## src/design/csh_pkg.sv

```systemverilog
// Shared constants and state codes for the Collatz section hash block.
package csh_pkg;

  // Width of one message byte and of the emitted section index field
  localparam int unsigned BYTE_W    = 8;
  localparam int unsigned OUT_IDX_W = 5;
  localparam int unsigned LIMIT_W   = 32;

  // Sequencer state vector
  typedef logic [2:0] state_t;

  localparam state_t S_IDLE  = 3'd0;  // waiting for a byte
  localparam state_t S_ADD   = 3'd1;  // read-modify-write of one section sum
  localparam state_t S_DSIZE = 3'd2;  // short message: find doubled length
  localparam state_t S_DRD   = 3'd3;  // short message: read prefix and sum
  localparam state_t S_DWR   = 3'd4;  // short message: write updated sum
  localparam state_t S_CRD   = 3'd5;  // hash: read section sum
  localparam state_t S_CLD   = 3'd6;  // hash: load value into step unit
  localparam state_t S_CRUN  = 3'd7;  // hash: one Collatz step per cycle

endpackage

```

## src/design/collatz_section_hash_core.sv

```systemverilog
// Collatz section hash: byte accumulation, short-message fill and hash sequencer.
//
// Each message byte is one read-modify-write of the section sum memory
// (S_IDLE, S_ADD). On the last byte of a message shorter than SECTIONS bytes,
// the prefix is replayed: S_DSIZE doubles the length until it covers all
// sections, then S_DRD/S_DWR add each replayed byte. The hash phase then walks
// the sections in order (S_CRD, S_CLD, then S_CRUN steps each section sum);
// the step count is bounded by step_limit, and a stalled output holds the
// sequencer once the next result is ready. A step unit apart from the sum
// adder does the Collatz steps. Sums are cleared through per-section valid
// bits, so no clearing pass is needed after reset or between messages. in_stall
// is high from the transfer of a byte until the block is ready for the next one.
module collatz_section_hash_core #(
  parameter int unsigned SECTIONS  = 32,
  parameter int unsigned SUM_WIDTH = 64
) (
  input  logic                             clk,
  input  logic                             rst_n,
  // input channel
  input  logic                             in_valid,
  output logic                             in_stall,
  input  logic [csh_pkg::BYTE_W-1:0]       in_data_byte,
  input  logic                             in_last_byte,
  // result channel
  output logic                             out_valid,
  input  logic                             out_stall,
  output logic [csh_pkg::BYTE_W-1:0]       out_hash_byte,
  output logic [csh_pkg::OUT_IDX_W-1:0]    out_section_index,
  output logic                             out_timed_out,
  output logic                             out_last_result,
  // configuration
  input  logic                             cfg_valid,
  output logic                             cfg_ready,
  input  logic [csh_pkg::LIMIT_W-1:0]      cfg_step_limit
);

  localparam int unsigned IDX_W = $clog2(SECTIONS);
  localparam int unsigned J_W   = IDX_W + 1;
  localparam int unsigned BW    = csh_pkg::BYTE_W;

  localparam int unsigned OUT_IDX_PAD = csh_pkg::OUT_IDX_W;

  localparam logic [IDX_W-1:0] LAST_SEC = IDX_W'(SECTIONS - 1);
  localparam logic [J_W-1:0]   SEC_J    = J_W'(SECTIONS);

  // Control state
  csh_pkg::state_t           state_r, state_nxt;
  logic [IDX_W-1:0]          pos_r, pos_nxt;
  logic                      long_r, long_nxt;
  logic [SECTIONS-1:0]       valid_r, valid_nxt;
  logic [csh_pkg::LIMIT_W-1:0] limit_r;

  // Latched input transfer
  logic [BW-1:0]             byte_r, byte_nxt;
  logic                      last_r, last_nxt;

  // Short-message fill counters
  logic [IDX_W-1:0]          len_r, len_nxt;
  logic [IDX_W-1:0]          src_r, src_nxt;
  logic [IDX_W-1:0]          dst_r, dst_nxt;
  logic [J_W-1:0]            j_r, j_nxt;
  logic [J_W-1:0]            total_r, total_nxt;

  // Collatz step unit
  logic [IDX_W-1:0]          sec_r, sec_nxt;
  logic [SUM_WIDTH-1:0]      v_r, v_nxt;
  logic [BW-1:0]             hash_r, hash_nxt;
  logic [csh_pkg::LIMIT_W-1:0] steps_r, steps_nxt;

  // Output register
  logic                      ovalid_r, ovalid_nxt;
  logic [BW-1:0]             ohash_r, ohash_nxt;
  logic [IDX_W-1:0]          oidx_r, oidx_nxt;
  logic                      oto_r, oto_nxt;
  logic                      olast_r, olast_nxt;

  // Memory ports
  logic [IDX_W-1:0]          addr;
  logic                      sum_we;
  logic [SUM_WIDTH-1:0]      sum_wdata;
  logic [SUM_WIDTH-1:0]      sum_rdata;
  logic [SUM_WIDTH-1:0]      sum_base;
  logic                      pre_we;
  logic [BW-1:0]             pre_rdata;

  // Datapath helpers
  logic [BW-1:0]             add_byte;
  logic [SUM_WIDTH-1:0]      add_ext;
  logic                      v_gt1;
  logic                      run_more;
  logic                      out_free;
  logic [IDX_W+OUT_IDX_PAD-1:0] oidx_ext;

  // Memory address follows the phase
  always_comb begin
    case (state_r)
      csh_pkg::S_IDLE, csh_pkg::S_ADD: addr = pos_r;
      csh_pkg::S_DRD,  csh_pkg::S_DWR: addr = dst_r;
      csh_pkg::S_CRD,  csh_pkg::S_CLD: addr = sec_r;
      default:                         addr = pos_r;
    endcase
  end

  // Section sums: never-written or consumed entries read as zero
  assign sum_base  = valid_r[addr] ? sum_rdata : '0;
  assign add_byte  = (state_r == csh_pkg::S_DWR) ? pre_rdata : byte_r;
  assign add_ext   = {{(SUM_WIDTH-BW){add_byte[BW-1]}}, add_byte};
  assign sum_wdata = sum_base + add_ext;
  assign sum_we    = (state_r == csh_pkg::S_ADD) || (state_r == csh_pkg::S_DWR);
  assign pre_we    = (state_r == csh_pkg::S_ADD) && !long_r;

  csh_ram #(
    .WIDTH(SUM_WIDTH),
    .DEPTH(SECTIONS)
  ) u_sum_ram (
    .clk  (clk),
    .we   (sum_we),
    .waddr(addr),
    .wdata(sum_wdata),
    .raddr(addr),
    .rdata(sum_rdata)
  );

  csh_ram #(
    .WIDTH(BW),
    .DEPTH(SECTIONS)
  ) u_prefix_ram (
    .clk  (clk),
    .we   (pre_we),
    .waddr(pos_r),
    .wdata(byte_r),
    .raddr(src_r),
    .rdata(pre_rdata)
  );

  // Step unit condition
  assign v_gt1    = |v_r[SUM_WIDTH-1:1];
  assign run_more = v_gt1 && (steps_r < limit_r);
  assign out_free = !ovalid_r || !out_stall;

  // Sequencer
  always_comb begin
    state_nxt  = state_r;
    pos_nxt    = pos_r;
    long_nxt   = long_r;
    valid_nxt  = valid_r;
    byte_nxt   = byte_r;
    last_nxt   = last_r;
    len_nxt    = len_r;
    src_nxt    = src_r;
    dst_nxt    = dst_r;
    j_nxt      = j_r;
    total_nxt  = total_r;
    sec_nxt    = sec_r;
    v_nxt      = v_r;
    hash_nxt   = hash_r;
    steps_nxt  = steps_r;
    ovalid_nxt = ovalid_r;
    ohash_nxt  = ohash_r;
    oidx_nxt   = oidx_r;
    oto_nxt    = oto_r;
    olast_nxt  = olast_r;

    // output register drains on transfer
    if (ovalid_r && !out_stall) begin
      ovalid_nxt = 1'b0;
    end

    case (state_r)
      csh_pkg::S_IDLE: begin
        if (in_valid) begin
          byte_nxt  = in_data_byte;
          last_nxt  = in_last_byte;
          state_nxt = csh_pkg::S_ADD;
        end
      end

      csh_pkg::S_ADD: begin
        valid_nxt[pos_r] = 1'b1;
        if (pos_r == LAST_SEC) begin
          pos_nxt  = '0;
          long_nxt = 1'b1;
        end else begin
          pos_nxt = pos_r + 1'b1;
        end
        if (!last_r) begin
          state_nxt = csh_pkg::S_IDLE;
        end else if (pos_r == LAST_SEC || long_r) begin
          sec_nxt   = '0;
          state_nxt = csh_pkg::S_CRD;
        end else begin
          len_nxt   = pos_r + 1'b1;
          total_nxt = {1'b0, pos_r + 1'b1};
          j_nxt     = {1'b0, pos_r + 1'b1};
          src_nxt   = '0;
          dst_nxt   = pos_r + 1'b1;
          state_nxt = csh_pkg::S_DSIZE;
        end
      end

      // double the length until it covers all sections
      csh_pkg::S_DSIZE: begin
        if (total_r < SEC_J) begin
          total_nxt = {total_r[J_W-2:0], 1'b0};
        end else begin
          state_nxt = csh_pkg::S_DRD;
        end
      end

      csh_pkg::S_DRD: begin
        state_nxt = csh_pkg::S_DWR;
      end

      csh_pkg::S_DWR: begin
        valid_nxt[dst_r] = 1'b1;
        src_nxt = (src_r == len_r - 1'b1) ? '0 : src_r + 1'b1;
        dst_nxt = (dst_r == LAST_SEC) ? '0 : dst_r + 1'b1;
        j_nxt   = j_r + 1'b1;
        if (j_r + 1'b1 == total_r) begin
          sec_nxt   = '0;
          state_nxt = csh_pkg::S_CRD;
        end else begin
          state_nxt = csh_pkg::S_DRD;
        end
      end

      csh_pkg::S_CRD: begin
        state_nxt = csh_pkg::S_CLD;
      end

      // load section sum and clear it for the next message
      csh_pkg::S_CLD: begin
        v_nxt            = sum_base;
        valid_nxt[sec_r] = 1'b0;
        hash_nxt         = '0;
        steps_nxt        = '0;
        state_nxt        = csh_pkg::S_CRUN;
      end

      csh_pkg::S_CRUN: begin
        if (run_more) begin
          if (!v_r[0]) begin
            v_nxt    = {1'b0, v_r[SUM_WIDTH-1:1]};
            hash_nxt = hash_r + 1'b1;
          end else begin
            v_nxt    = {v_r[SUM_WIDTH-2:0], 1'b0} + v_r + 1'b1;
            hash_nxt = hash_r + 2'd2;
          end
          steps_nxt = steps_r + 1'b1;
        end else if (out_free) begin
          ovalid_nxt = 1'b1;
          ohash_nxt  = hash_r;
          oidx_nxt   = sec_r;
          oto_nxt    = v_gt1;
          olast_nxt  = (sec_r == LAST_SEC);
          if (sec_r == LAST_SEC) begin
            pos_nxt   = '0;
            long_nxt  = 1'b0;
            state_nxt = csh_pkg::S_IDLE;
          end else begin
            sec_nxt   = sec_r + 1'b1;
            state_nxt = csh_pkg::S_CRD;
          end
        end
      end

      default: begin
        state_nxt = csh_pkg::S_IDLE;
      end
    endcase
  end

  // Control registers
  always_ff @(posedge clk) begin
    if (!rst_n) begin
      state_r  <= csh_pkg::S_IDLE;
      pos_r    <= '0;
      long_r   <= 1'b0;
      valid_r  <= '0;
      ovalid_r <= 1'b0;
      limit_r  <= '1;
    end else begin
      state_r  <= state_nxt;
      pos_r    <= pos_nxt;
      long_r   <= long_nxt;
      valid_r  <= valid_nxt;
      ovalid_r <= ovalid_nxt;
      if (cfg_valid && cfg_ready) begin
        limit_r <= cfg_step_limit;
      end
    end
  end

  // Payload registers
  always_ff @(posedge clk) begin
    byte_r  <= byte_nxt;
    last_r  <= last_nxt;
    len_r   <= len_nxt;
    src_r   <= src_nxt;
    dst_r   <= dst_nxt;
    j_r     <= j_nxt;
    total_r <= total_nxt;
    sec_r   <= sec_nxt;
    v_r     <= v_nxt;
    hash_r  <= hash_nxt;
    steps_r <= steps_nxt;
    ohash_r <= ohash_nxt;
    oidx_r  <= oidx_nxt;
    oto_r   <= oto_nxt;
    olast_r <= olast_nxt;
  end

  // Ports
  assign oidx_ext          = {{OUT_IDX_PAD{1'b0}}, oidx_r};
  assign in_stall          = (state_r != csh_pkg::S_IDLE);
  assign cfg_ready         = 1'b1;
  assign out_valid         = ovalid_r;
  assign out_hash_byte     = ohash_r;
  assign out_section_index = oidx_ext[csh_pkg::OUT_IDX_W-1:0];
  assign out_timed_out     = oto_r;
  assign out_last_result   = olast_r;

endmodule

```

## src/design/csh_ram.sv

```systemverilog
// Generic single-port-write, single-port-read RAM with registered read data.
module csh_ram #(
  parameter int unsigned WIDTH = 8,
  parameter int unsigned DEPTH = 32
) (
  input  logic                     clk,
  input  logic                     we,
  input  logic [$clog2(DEPTH)-1:0] waddr,
  input  logic [WIDTH-1:0]         wdata,
  input  logic [$clog2(DEPTH)-1:0] raddr,
  output logic [WIDTH-1:0]         rdata
);

  logic [WIDTH-1:0] mem_r [DEPTH];
  logic [WIDTH-1:0] rdata_r;

  always_ff @(posedge clk) begin
    if (we) begin
      mem_r[waddr] <= wdata;
    end
    rdata_r <= mem_r[raddr];
  end

  assign rdata = rdata_r;

endmodule

```

## config.mk

```make
export PLATFORM = sky130hd
export DESIGN_NAME = collatz_section_hash_core
export DESIGN_NICKNAME = d
export VERILOG_FILES = /design/src/design/csh_pkg.sv /design/src/design/collatz_section_hash_core.sv /design/src/design/csh_ram.sv
export SDC_FILE = /design/constraint.sdc
export NUM_CORES = 2
export LEC_CHECK = 0
export BUFFER_PORTS_ARGS = -buffer_cell sky130_fd_sc_hd__buf_2
export CELL_PAD_IN_SITES_DETAIL_PLACEMENT = 0
export CELL_PAD_IN_SITES_GLOBAL_PLACEMENT = 1
export CORE_ASPECT_RATIO = 1.4
export CORE_MARGIN = 2
export CORE_UTILIZATION = 48
export DETAILED_ROUTE_END_ITERATION = 8
export PLACE_DENSITY = 0.8
export SLEW_MARGIN = 25
export SYNTH_ARGS = -nofsm -noshare
export SYNTH_HDL_FRONTEND = slang
export SYNTH_SLANG_ARGS = --single-unit
```

## constraint.sdc

```tcl
create_clock -name clk -period 9.5 [get_ports clk]
set_clock_uncertainty 0.05 [all_clocks]
set_input_delay 1.425 -clock clk [delete_from_list [all_inputs] [get_ports clk]]
set_output_delay 1.425 -clock clk [all_outputs]
set_load 0.05 [all_outputs]
```

==> metrics.md <==
| Metric | Value |
|---|---|
| CTS tree | done |
| DRT iter0 DRCs | 9566 |
| Main combinational cell family by area after synthesis | simple AND/OR/NAND/NOR gates |
| Share of layout cells above drive strength 1 | 9.65% |
| HP Class | reg -> reg |
| Routability Congestion | 0.934 |
| Post-synthesis cell type count | 89 |
| Multi-input gate area | around 0.033 mm² |
| Die W | 412 µm |
| Placed cell area | between 0.1 and 0.15 mm² |
| Fill cells | 19.0k |
| Syn Area/Cell | 12.4 µm² |
| Die height | ~580 µm |
| HP Start | limit_r[3] |
| Ys flop type | edfxtp_1 |
| Multiplexer area fraction after synthesis | between 2 and 2.5% |
| Cell count after synthesis | 8997 |
| Critical Path Start | state_r[0] |
| CTS H-tree lvls | 4 |
| Switch Pwr | ~6.8 mW |
| First-pass GRT wire length | 494 mm |
| CP max FO | 46 |
| Vias/cell | 6.17 |
| PwrDens | ~220 mW/mm² |
| Final Cell Area | 0.125 mm² |
| Total track usage | 28.3% |
| Sequential element share of the synthesized area | 68.7% |
| Outcome | finished, final reports clean |
| Arr. time, crit path | 8.84 ns |
| Synth Area in Simple Gates | 15.2% |
| Clock Tree Root | clkbuf_16 |
| P&R area growth vs syn | 11.4% |
| Synthesis Warnings | 0 |
| Antenna violations before repair | 21 |
| Worst IR Drop VDD | 0.178 mV |
| Clock latency on the worst-skew pair | 0.91 ns |
| Via count | 75.4k |
| Compound-gate portion of the synthesized area | 7.54% |
| Core footprint | 0.232 mm² |
| Cts bufs inserted | 234 |
| CP endpoint kind | register |
| Synth top area share | approximately 66% |
| Synthesized area | 0.112 mm² |
| Worst Path Required | 10.02 ns |
| Resize count post-CTS | 0 |
| FF+latch count, synth | 2610 |
| Drt total wl | approximately 340 mm |
| Critical path launch point type | register |
| Clk pin slew, worst setup/hold paths | 0.06 ns |
| Initial Util | 48.3% |
| Fmax | 120 MHz |
| Top post-synthesis cells by area | edfxtp_1 (66%), nand2_1 (8.1%), nand3_1 (2.8%) |
| Antenna Violating Nets Remaining | 0 |
| Final Max Tran Viols | 0 |
| Drt drc | 0 |
| Cell taking the most area after synthesis | edfxtp_1 |
| Dpl ws | 1.18 ns |
| Detailed Routing Iterations Pass 1 | 6 |
| I/O pins | 64 |
| # rows | 209 |
| Detailed Place HPWL | 197 mm |
| Gate power share | 12.2% |
| Worst setup margin | between 1 and 1.5 ns |
| TNS Setup | 0 ns |
| Synth Area in XOR/XNOR | ~1.4% |
| CTS Hold Bufs | 0 |
| Vias in the first global route | 72.6k |
| Number of synthesized flops with an enable pin | 2464 |
| Register area | a little under 0.08 mm² |
| Static leakage power | about 45 nW |
| Switching share of power | 25.4% |
| Internal power | 20.1 mW |
| Post-Syn Nets | 9255 |
| RSZ-0062 raised after global routing | no |
| Rel. slew slack | between 20% and 30% |
| CTS Buffer Depth | 4 |
| Reg power frac | approximately half |
| Port bufs | 62 |
| Sink Count | approximately 2.6k |
| Ys async rst share | 0% |
| Postcts setup bufs | 0 |
| Max-cap viol count | 0 |
| Final setup fails | 0 |
| Period utilization | 87.6% |
| Largest net degree at the start of global routing | 203 |
| Tot Pwr | 26.9 mW |
| RR Startpoint | state_r[0] |
| Die area | 0.237 mm² |
| Total grt overflow | 0 |
| Min Tclk post-route | 8.32 ns |
| Fin util | 53.8% |
| Wire per inst | around 28 µm |
| Post-synthesis adder-cell area fraction | 2.38% |
| Post-layout nets | 9214 |
| Clock share of power | approximately 36% |
| Hold Vio Cnt, Final | 0 |
| WS Path Type | reg -> reg |
| Worst-Margin Slew | 1.19 ns |
==> worst max-delay path, stage by stage, from the launching register on <==
cell and delay, ns:
dfxtp_1 0.92, nand2_1 0.39, o22a_1 0.31, o211ai_1 0.12, buf_4 0.50, nand2b_4 0.48
o22ai_1 0.21, nor4_4 0.42, buf_4 0.54, and2_1 0.23, ha_1 0.30, nand4b_1 0.20
a21oi_1 0.33, o21ai_0 0.24, o21ai_1 0.50, a31o_2 0.41, a31oi_1 0.18, o21ai_1 0.41
nor2_1 0.10, o21ai_0 0.48, xor2_4 0.66
==> layout by cell type (no fill, tap or decap), drive strengths merged, types with 23 or more instances in the layout <==
cell type / count
inv: 144
and3: 290
a21oi: 215
and2: 77
edfxtp: 2464
xor2: 76
nand4: 79
a31oi: 274
a311oi: 224
clkinv: 81
a21o: 89
nand2b: 34
xnor2: 99
nand3: 619
dfxtp: 146
nor2b: 23
buf: 271
bufinv: 30
o211ai: 41
ha: 210
nor2: 272
nand2: 2424
clkbuf: 299
mux2i: 53
nor3: 45
o21ai: 186
mux4: 80
==> flip-flops by register name (all words and copies together), names as in the netlist, 3 cells and up, named ones only <==
register	flops
v_r	63
u_prefix_ram.mem_r	256
j_r	6
total_r	6
src_r	5
u_sum_ram.mem_r	2048
pos_r	5
byte_r	8
len_r	5
steps_r	32
limit_r	32
sec_r	5
u_sum_ram.rdata	64
hash_r	8
dst_r	5
u_prefix_ram.rdata	8
out_section_index	5
state_r	3
out_hash_byte	8
valid_r	32
==> layer usage <==
metal  vias up  wire [µm]  part of all wire [%]  global-route usage, %
met5         -         82                 0.024                      0
met4        12      21200                   6.2                   15.4
met3       923      29100                   8.5                   3.99
met2      3938     168000                    49                   47.6
met1     37500     126000                    37                   35.4
li1      33000          -                     -                      -
==> synth_stat cells, types with 76 or more instances <==
cell	number
a21o_1	89
a21oi_1	214
a311oi_1	224
a31oi_1	274
and2_1	76
and3_1	290
buf_2	125
clkbuf_1	336
dfxtp_1	146
edfxtp_1	2464
ha_1	210
inv_1	137
mux4_2	80
nand2_1	2423
nand3_1	619
nand4_1	79
nor2_1	270
o21ai_0	179
xnor2_1	99
xor2_1	76
==> layout make-up <==
type,count,share of cell area [%]
multi-input cells,5702,26.7
diodes,15,0.0301
well taps,3059,3.07
flip-flops and latches,2610,61.7
clock inverters,127,1.16
repair buffers,271,1.82
inverters,137,0.412
clock buffers,299,5.17
==> through the flow <==
step | hold slack (ns) | std cells
after floorplan | 0.374 | 8997
after global placement | 0.405 | 11800
after detailed placement | 0.420 | 11800
after CTS | 0.436 | 12200
after global routing | 0.450 | 12200
final | 0.437 | 12200
==> power by group through the flow <==
stage | Clock [mW] | Combinational [mW] | Sequential (mW)
2_1_floorplan | 0 | 1.92 | 14.0
3_3_place_gp | 0 | 3.11 | 14.1
3_5_place_dp | 0 | 3.22 | 14.1
4_1_cts | 9.86 | 3.23 | 13.8
5_1_grt | 10.3 | 3.54 | 13.8
6_report | 9.78 | 3.29 | 13.8
==> cells by family (layout without fill, tap and decap cells) <==
logic type	count (synthesis)	in the layout
DFF	2610	2610
muxes	149	149
buffers and inverters	685	834
and+or+nand+nor	3924	3924
AOI/OAI and AO/OA	1240	1240
other	1	16
adders and majority gates	212	212
xor gates and xnor gates	176	176
==> path summary, 6_finish.rpt <==
check                           slack (ns)                     end  depth (start not counted)
worst max-delay path                  1.18  u_sum_ram.mem_r[2][61]                         20
worst min-delay path                  0.44              limit_r[3]                          2
worst max register to register        1.18  u_sum_ram.mem_r[2][61]                         20
worst min register to register        0.44              limit_r[3]                          2
Note: power is estimated with default switching activity, not from simulation.
